File: config.mk
export PLATFORM = sky130hd
export DESIGN_NAME = pixel_color_blender
export DESIGN_NICKNAME = d
export VERILOG_FILES = /design/src/rtl/core/pcb_pkg.sv /design/src/rtl/core/pcb_lane.sv /design/src/rtl/core/pixel_color_blender.sv
export SDC_FILE = /design/constraint.sdc
export NUM_CORES = 2
export LEC_CHECK = 0
export ABC_AREA = 1
export CAP_MARGIN = 20
export CORE_ASPECT_RATIO = 0.75
export CORE_MARGIN = 3
export CORE_UTILIZATION = 35
export DETAILED_ROUTE_END_ITERATION = 12
export DONT_BUFFER_PORTS = 1
export PLACE_DENSITY = 0.54
export SLEW_MARGIN = 30
export SYNTH_ARGS = -nofsm -noshare
export SYNTH_HDL_FRONTEND = slang
export SYNTH_SLANG_ARGS = --single-unit
File: constraint.sdc
create_clock -name i_clk -period 17.8 [get_ports i_clk]
set_clock_uncertainty 0.1 [all_clocks]
set_input_delay 1.78 -clock i_clk [delete_from_list [all_inputs] [get_ports i_clk]]
set_output_delay 1.78 -clock i_clk [all_outputs]
set_load 0.01 [all_outputs]
File: src/rtl/core/pcb_pkg.sv
// types, codes and shared functions of the pixel color blender
package pcb_pkg;

    localparam int CfgIdxW  = 3;
    localparam int CfgDataW = 32;

    // configuration register indexes
    typedef enum logic [CfgIdxW-1:0] {
        REG_BLEND   = 3'd0,
        REG_FOG     = 3'd1,
        REG_MUX     = 3'd2,
        REG_MODE    = 3'd3,
        REG_SHIFT_A = 3'd4,
        REG_SHIFT_B = 3'd5
    } t_reg_idx;

    // mode flag bit positions
    localparam int ModeTwo    = 0;
    localparam int ModeAcmp   = 1;
    localparam int ModeAa     = 2;
    localparam int ModeOnCvg  = 3;
    localparam int ModeForce  = 4;
    localparam int ModeRej1   = 5;
    localparam int ModeRej2   = 6;

    // color operand selects
    localparam logic [1:0] CSEL_PRIM  = 2'd0;
    localparam logic [1:0] CSEL_MEM   = 2'd1;
    localparam logic [1:0] CSEL_BLEND = 2'd2;
    localparam logic [1:0] CSEL_FOG   = 2'd3;

    // first alpha selects
    localparam logic [1:0] ASEL_PIX   = 2'd0;
    localparam logic [1:0] ASEL_FOG   = 2'd1;
    localparam logic [1:0] ASEL_SHADE = 2'd2;
    localparam logic [1:0] ASEL_ZERO  = 2'd3;

    // second alpha selects
    localparam logic [1:0] BSEL_INV   = 2'd0;
    localparam logic [1:0] BSEL_MEM   = 2'd1;
    localparam logic [1:0] BSEL_FULL  = 2'd2;
    localparam logic [1:0] BSEL_ZERO  = 2'd3;

    typedef enum logic [1:0] {
        PASS_EQ,
        PASS_FIRST,
        PASS_SECOND
    } t_pass;

    typedef struct packed {
        logic [31:0] pixel_rgba;
        logic [31:0] memory_rgba;
        logic [7:0]  shade_alpha;
        logic [3:0]  coverage_count;
        logic        coverage_bit;
        logic        color_wrapped;
        logic        blend_enable;
    } t_pix_in;

    typedef struct packed {
        logic       write_enable;
        logic [7:0] out_red;
        logic [7:0] out_green;
        logic [7:0] out_blue;
    } t_pix_out;

    typedef struct packed {
        logic [4:0] a1;
        logic [5:0] mulb;
        logic [3:0] d;
    } t_alpha;

    // first-equation control, used in the first lane stage
    typedef struct packed {
        logic [1:0] c1;
        logic [1:0] c2;
        logic [4:0] a1;
        logic [5:0] mulb;
    } t_cyc0;

    // final-equation operand control, used in the second lane stage
    typedef struct packed {
        logic       two;
        logic [1:0] c1;
        logic [1:0] c2;
        logic [4:0] a1;
        logic [5:0] mulb;
    } t_cyc1;

    // result control, used in the third lane stage
    typedef struct packed {
        t_pass      mode;
        logic       divide;
        logic [3:0] d;
    } t_fin;

    // blend factors for one select byte
    function automatic t_alpha alpha_calc(input logic [7:0] sel, input logic [7:0] pix_a,
                                          input logic [7:0] mem_a, input logic [7:0] shade,
                                          input logic [7:0] fog_a, input logic [2:0] sha,
                                          input logic [2:0] shb);
        logic [7:0] a1f;
        logic [7:0] a2f;
        logic [4:0] a1;
        logic [4:0] a2;
        t_alpha     r;
        unique case (sel[3:2])
            ASEL_PIX:   a1f = pix_a;
            ASEL_FOG:   a1f = fog_a;
            ASEL_SHADE: a1f = shade;
            default:    a1f = 8'd0;
        endcase
        unique case (sel[7:6])
            BSEL_INV:  a2f = ~a1f;
            BSEL_MEM:  a2f = mem_a;
            BSEL_FULL: a2f = 8'hff;
            default:   a2f = 8'd0;
        endcase
        a1 = a1f[7:3];
        a2 = a2f[7:3];
        if (sel[7:6] == BSEL_MEM) begin
            a1 = (a1 >> sha) & 5'h1C;
            a2 = (a2 >> shb) | 5'd3;
        end
        r.a1   = a1;
        r.mulb = {1'b0, a2} + 6'd1;
        r.d    = {1'b0, a1[4:2]} + {1'b0, a2[4:2]} + 4'd1;
        return r;
    endfunction

    // one color channel chosen by a color select
    function automatic logic [7:0] pick_ch(input logic [1:0] code, input logic [7:0] prim,
                                           input logic [7:0] mem, input logic [7:0] bl,
                                           input logic [7:0] fog);
        logic [7:0] r;
        unique case (code)
            CSEL_PRIM:  r = prim;
            CSEL_MEM:   r = mem;
            CSEL_BLEND: r = bl;
            default:    r = fog;
        endcase
        return r;
    endfunction

    // eight-step non-restoring divide of the weighted sum
    function automatic logic [7:0] div_step(input logic [3:0] d, input logic [10:0] n);
        logic [7:0] res;
        logic [3:0] invd;
        logic [4:0] t;
        logic [2:0] part;
        logic       prev;
        res  = '0;
        invd = ~d;
        t    = {1'b0, invd} + {2'b0, n[10:8]} + 5'd1;
        part = t[2:0];
        prev = 1'b0;
        for (int k = 0; k < 8; k++) begin
            if (prev) begin
                t = {1'b0, invd} + {1'b0, part, 1'b0} + {4'b0, n[7-k]} + 5'd1;
            end else begin
                t = {1'b0, d} + {1'b0, part, 1'b0} + {4'b0, n[7-k]};
            end
            part       = t[2:0];
            prev       = t[4];
            res[7-k]   = t[4];
        end
        return res;
    endfunction

endpackage

File: src/rtl/core/pcb_lane.sv
// one color channel lane: first equation, final equation, divide or shift
module pcb_lane (
    input  logic          i_clk,
    input  logic [7:0]    i_pix,
    input  logic [7:0]    i_mem,
    input  logic [7:0]    i_blend,
    input  logic [7:0]    i_fog,
    input  pcb_pkg::t_cyc0 i_c0,
    input  pcb_pkg::t_cyc1 i_c1,
    input  pcb_pkg::t_fin  i_fin,
    output logic [7:0]    o_res
);
    import pcb_pkg::*;

    logic [7:0]  p0, m0, p1, m1, prim, blended;
    logic [13:0] s0, s1;
    logic [13:0] r_s0, r_s1;
    logic [7:0]  r_pix, r_mem, r_p1, r_m1;

    // first equation weighted sum
    always_comb begin
        p0 = pick_ch(i_c0.c1, i_pix, i_mem, i_blend, i_fog);
        m0 = pick_ch(i_c0.c2, i_pix, i_mem, i_blend, i_fog);
        s0 = 14'(p0 * i_c0.a1) + 14'(m0 * i_c0.mulb);
    end

    always_ff @(posedge i_clk) begin
        r_s0  <= s0;
        r_pix <= i_pix;
        r_mem <= i_mem;
    end

    // final equation on the blended or the pixel color
    always_comb begin
        blended = r_s0[12:5];
        prim    = i_c1.two ? blended : r_pix;
        p1      = pick_ch(i_c1.c1, prim, r_mem, i_blend, i_fog);
        m1      = pick_ch(i_c1.c2, prim, r_mem, i_blend, i_fog);
        s1      = 14'(p1 * i_c1.a1) + 14'(m1 * i_c1.mulb);
    end

    always_ff @(posedge i_clk) begin
        r_s1 <= s1;
        r_p1 <= p1;
        r_m1 <= m1;
    end

    // pass an operand, divide or shift
    always_comb begin
        unique case (i_fin.mode)
            PASS_FIRST:  o_res = r_p1;
            PASS_SECOND: o_res = r_m1;
            default:     o_res = i_fin.divide ? div_step(i_fin.d, r_s1[12:2]) : r_s1[12:5];
        endcase
    end

endmodule

File: src/rtl/core/pixel_color_blender.sv
// pixel color blender top level: config registers, control, lanes and merge
// One pixel is taken on every clock cycle once reset has been released, and its
// result is strobed on o_valid once it has passed the input register, the two
// lane stages (first equation multiply, final equation multiply) and the output
// register that follows the divide or shift. The receiver cannot stall, so o_busy
// is high only during reset and until the run flag is set after its release.
// Configuration writes are accepted whenever o_cfg_ready is high and must be
// made while no pixel is in flight.
module pixel_color_blender (
    input  logic                            i_clk,
    input  logic                            i_rst_n,
    input  logic                            i_start,
    output logic                            o_busy,
    input  pcb_pkg::t_pix_in                i_data,
    output logic                            o_valid,
    output pcb_pkg::t_pix_out               o_data,
    input  logic                            i_cfg_valid,
    output logic                            o_cfg_ready,
    input  logic [pcb_pkg::CfgIdxW-1:0]     i_cfg_index,
    input  logic [pcb_pkg::CfgDataW-1:0]    i_cfg_data
);
    import pcb_pkg::*;

    logic        r_run;
    logic [31:0] r_blend, r_fog;
    logic [15:0] r_mux;
    logic [6:0]  r_mode;
    logic [2:0]  r_sha, r_shb;

    logic        r1_vld, r2_vld, r3_vld;
    t_pix_in     r1_in;
    logic        r2_wen, r3_wen;
    t_cyc1       r2_cyc1;
    t_fin        r2_fin, r3_fin;
    t_pix_out    r_out;
    logic        r_out_vld;

    logic        wen, two, reject;
    logic [7:0]  selb, pix_a;
    t_alpha      al0, al1;
    t_cyc0       c0;
    t_cyc1       c1;
    t_fin        fin;
    logic [7:0]  res [3];

    // run flag, low during reset
    always_ff @(posedge i_clk) begin
        if (!i_rst_n) begin
            r_run <= 1'b0;
        end else begin
            r_run <= 1'b1;
        end
    end

    assign o_busy      = ~r_run;
    assign o_cfg_ready = r_run;

    // configuration registers
    always_ff @(posedge i_clk) begin
        if (!i_rst_n) begin
            r_blend <= '0;
            r_fog   <= '0;
            r_mux   <= '0;
            r_mode  <= '0;
            r_sha   <= '0;
            r_shb   <= '0;
        end else if (i_cfg_valid && o_cfg_ready) begin
            case (i_cfg_index)
                REG_BLEND:   r_blend <= i_cfg_data;
                REG_FOG:     r_fog   <= i_cfg_data;
                REG_MUX:     r_mux   <= i_cfg_data[15:0];
                REG_MODE:    r_mode  <= i_cfg_data[6:0];
                REG_SHIFT_A: r_sha   <= i_cfg_data[2:0];
                REG_SHIFT_B: r_shb   <= i_cfg_data[2:0];
                default: ;
            endcase
        end
    end

    // input register
    always_ff @(posedge i_clk) begin
        if (!i_rst_n) begin
            r1_vld <= 1'b0;
        end else begin
            r1_vld <= i_start && !o_busy;
        end
    end

    always_ff @(posedge i_clk) begin
        r1_in <= i_data;
    end

    // per-pixel control: gating, blend factors and pass decisions
    always_comb begin
        pix_a  = r1_in.pixel_rgba[7:0];
        two    = r_mode[ModeTwo];
        reject = two ? r_mode[ModeRej2] : r_mode[ModeRej1];
        wen    = !(r_mode[ModeAcmp] && (pix_a < r_blend[7:0])) &&
                 (r_mode[ModeAa] ? (r1_in.coverage_count != 4'd0) : r1_in.coverage_bit);
        selb   = two ? r_mux[15:8] : r_mux[7:0];
        al0    = alpha_calc(r_mux[7:0], pix_a, r1_in.memory_rgba[7:0], r1_in.shade_alpha,
                            r_fog[7:0], r_sha, r_shb);
        al1    = alpha_calc(selb, pix_a, r1_in.memory_rgba[7:0], r1_in.shade_alpha,
                            r_fog[7:0], r_sha, r_shb);
        c0.c1   = r_mux[1:0];
        c0.c2   = r_mux[5:4];
        c0.a1   = al0.a1;
        c0.mulb = al0.mulb;
        c1.two  = two;
        c1.c1   = selb[1:0];
        c1.c2   = selb[5:4];
        c1.a1   = al1.a1;
        c1.mulb = al1.mulb;
        fin.divide = !r_mode[ModeForce];
        fin.d      = al1.d;
        if (r_mode[ModeOnCvg] && !r1_in.color_wrapped) begin
            fin.mode = PASS_SECOND;
        end else if (!r1_in.blend_enable || (reject && (pix_a == 8'hff))) begin
            fin.mode = PASS_FIRST;
        end else begin
            fin.mode = PASS_EQ;
        end
    end

    // control pipeline alongside the lanes
    always_ff @(posedge i_clk) begin
        if (!i_rst_n) begin
            r2_vld <= 1'b0;
            r3_vld <= 1'b0;
        end else begin
            r2_vld <= r1_vld;
            r3_vld <= r2_vld;
        end
    end

    always_ff @(posedge i_clk) begin
        r2_wen  <= wen;
        r2_cyc1 <= c1;
        r2_fin  <= fin;
        r3_wen  <= r2_wen;
        r3_fin  <= r2_fin;
    end

    // red, green and blue lanes
    for (genvar l = 0; l < 3; l++) begin : g_lane
        pcb_lane u_lane (
            .i_clk   (i_clk),
            .i_pix   (r1_in.pixel_rgba[31-8*l -: 8]),
            .i_mem   (r1_in.memory_rgba[31-8*l -: 8]),
            .i_blend (r_blend[31-8*l -: 8]),
            .i_fog   (r_fog[31-8*l -: 8]),
            .i_c0    (c0),
            .i_c1    (r2_cyc1),
            .i_fin   (r3_fin),
            .o_res   (res[l])
        );
    end

    // merge lanes into the result transaction, rejected pixels read as zero
    always_ff @(posedge i_clk) begin
        if (!i_rst_n) begin
            r_out_vld <= 1'b0;
        end else begin
            r_out_vld <= r3_vld;
        end
    end

    always_ff @(posedge i_clk) begin
        r_out.write_enable <= r3_wen;
        r_out.out_red      <= r3_wen ? res[0] : 8'd0;
        r_out.out_green    <= r3_wen ? res[1] : 8'd0;
        r_out.out_blue     <= r3_wen ? res[2] : 8'd0;
    end

    assign o_valid = r_out_vld;
    assign o_data  = r_out;

endmodule

==> flow_summary.toml <==
[layout]
fin_nets = 5018
fill_cells = 9786
multiInputGateArea_um2 = 23120
drive_gt1_frac = 0.07544
synthToLayoutAreaGrowth_pct = 9.436
register_area_um2 = 7532

[global_route]
grt_overflow = 0
grt_pass1_wl_mm = 163.0
antenna_found_initial = 22
grt_max_degree = 95
track_usage = 0.2104
grt_pass1_vias = 26170

[synthesis]
yosysTopAreaCell = "fa_1"
syn_avg_cell_area_um2 = 8.150
yosysWarnings = 0
synth_compound_area_frac = 0.1011
synth_top_family_by_area = "adder cells"
synthMuxAreaShare = 0.005308
synth_simple_gate_area_frac = 0.1814
syn_nets = 5030
synth_adder_area_share = 0.3638
synth_ff_type = "dfxtp_1"
synthCells = 4165
synthArstFlopShare = 0
synth.area.top_cells = "fa_1 (24%), dfxtp_1 (22%), ha_1 (13%)"
netlist_area_um2 = 33950
synth_cell_types = 51
synth-xor-area-share = 0.02908
yosysSeqAreaShare = 0.2217
synth_top_cell_area_share = 0.2359
ys_seq_elements = 376
synth_edf_count = 0

[clock_network]
path_clk_slew_ns = 0.06
insertion_delay_ns = 0.62
root_buffer = "clkbuf_16"
hold_buffers = 0
clock_path_buffers = 3
post_cts_resized = 0
htree_num_levels = 2
cts_tree = "yes"
numCtsBuffers = 46
clock_sinks = 376
cts_setup_buffers = 0

[drt]
vias_per_cell = 4.917
wl_mm = 104.5
drt_pass1_iterations = 6
drc = 0
ant_nets = 0
via_count = 27040
dr.first_iter.drc_count = 2447
wire_per_inst_um = 19.01

[timing]
fmax_mhz = 136.3
fin_crit_ns = 7.338
period_share = 0.4123
setup-tns-final_ns = 0
maxSlewHeadroom = 0.3105
max_slew.worst_pin.slew_ns = 1.023
rsz0062_at_grt = "false"
finalHoldViolations = 0
final_max_slew_viol_count = 0
final-setup-viol-count = 0

[worst_setup_path]
cp.arrival_ns = 7.73
timing.critical_path.fanout_max = 27
crit_path_end_kind = "flop"
cp_slowest_cell = "dfxtp_1"
worstSetupStartpointType = "flop"
path_cells = "nand2_1 -> o21ai_0 -> inv_1 -> nand2_1 -> fa_1 -> fa_1 -> inv_1 -> fa_1 -> inv_1 -> fa_1 -> inv_1 -> fa_1 -> ha_1 -> nand2_1 -> o21ai_0 -> nand2_1 -> nand2_1 -> a21oi_1 -> o31ai_1 -> nand2_1 -> a21oi_1 -> nor2_1 -> xor2_1"
ff2ff_setup_slack_ns = 10.46
crit_type = "flop to flop"
rr_startpoint = "r2_cyc1[13]"
cp_slowest_stage_delay_ns = 0.84
path_common_cell = "nand2_1"
cp-startpoint = "r2_cyc1[13]"
cp_data_required_time_ns = 18.19

[floorplan]
row_count = 98
coreArea_um2 = 95760
io_pins = 146
start_util = 0.3545
die_h_um = 275.7
dieArea_um2 = 100800
die_w_um = 365.6

[min_path]
hp-class = "flop to flop"
hp-start = "r2_fin[4]"

[placement]
io_buffers = 0
place.detailed.hpwl_mm = 83.70
place_congestion = 0.9148

[run_status]
status = "complete, no violations"

[flow_run]
max-cap-violations = 0
flip-flops by register name (all words and copies together), names as in the netlist, 3 cells and up:
signal,count
r_mode,7
o_data,25
r_mux,16
r_shb,3
r_blend,32
g_lane.u_lane.r_m1,24
g_lane.u_lane.r_pix,24
r2_cyc1,16
g_lane.u_lane.r_p1,24
r_sha,3
r3_fin,7
pix_a,8
g_lane.u_lane.r_mem,24
g_lane.u_lane.r_s1,33
r1_in,63
g_lane.u_lane.r_s0,24
r_fog,29
r2_fin,7
worst max-delay path: cells and delay by family, from the launching register on:
family                   cells  cell delay [ns]
buffers and inverters        4             0.49
XOR/XNOR                     1             0.14
AND/OR/NAND/NOR              7             1.27
AO/OA/AOI/OAI                5             1.52
adder cells (fa/ha/maj)      6             2.83
flip-flops                   1             0.84
area by class of cell:
type	instances	area share
antenna	10	0.0006736
clock buffer	55	0.03378
clock inverter	29	0.008084
inverter	739	0.07467
multi-input combinational	2921	0.6223
sequential	376	0.2028
tap	1300	0.04379
timing repair buffer	69	0.01394
logic make-up after synthesis:
family                   count (synthesis)
multiplexers                            18
AO/OA/AOI/OAI                          600
flip-flops                             376
AND/OR/NAND/NOR                       1445
adder cells (fa/ha/maj)                747
buffers and inverters                  868
XOR/XNOR                               111
synth_stat cells, types with 4 or more instances:
library cell	instances
inv_1	720
nand2_1	615
nor2_1	551
fa_1	400
dfxtp_1	376
ha_1	347
o21ai_0	289
a21oi_1	144
nand3_1	126
clkbuf_1	99
xor2_1	64
xnor2_1	45
or2_2	41
a211oi_1	37
nand2_2	31
o21ai_1	30
nand2_4	24
o2111ai_1	20
mux2i_1	18
inv_2	16
a22o_1	15
o211ai_1	15
nor3_1	14
buf_2	12
nand3_2	12
buf_1	11
a221oi_1	10
nand4_1	8
o21a_1	8
o21ai_2	8
a21o_1	7
nor2_2	6
o21bai_1	6
or2_1	5
buf_4	4
nor2_4	4
stage by stage:
step	std cells	setup WS, ns	cell area, um^2	util	hold WS, ns
floorplan	4165	10.10	33950	-	0.2096
global placement	5405	10.56	35560	0.3714	0.2125
detailed placement	5405	10.51	35570	0.3714	0.2121
CTS	5489	10.54	37120	0.3877	0.2274
global route	5490	9.976	37130	0.3877	0.2302
finish	5499	10.46	37150	0.3879	0.2243
worst paths after layout:
check                                                  to  depth (start not counted)
worst min register to register                  r3_fin[4]                          0
worst min-delay path                            r3_fin[4]                          0
worst max register to register  g_lane[1].u_lane.r_s1[12]                         23
worst max-delay path            g_lane[1].u_lane.r_s1[12]                         23
placed cells by master, fill, tap and decap left out, drive strengths merged, types with 8 or more instances in the layout:
cell type / n
or2: 46
xnor2: 45
a22o: 15
clkinv: 19
diode: 10
dfxtp: 376
inv: 740
fa: 400
o2111ai: 20
buf: 69
mux2i: 18
a221oi: 10
ha: 347
nand3: 138
xor2: 66
nand2: 670
nor3: 15
a211oi: 37
a21oi: 147
o211ai: 15
o21a: 8
nor2: 561
o21ai: 328
clkbuf: 55
nand4: 11
metal layers:
layer	vias up	share of wire	global-route usage
met5	-	0.00064	0
met4	10	0.018	0.04188
met3	134	0.083	0.04840
met2	890	0.41	0.3055
met1	13040	0.49	0.3164
li1	12970	-	-
Power is left out: the tool's default activity adds up to more than one toggle a clock period on the data nets, which glitch-free logic cannot reach.
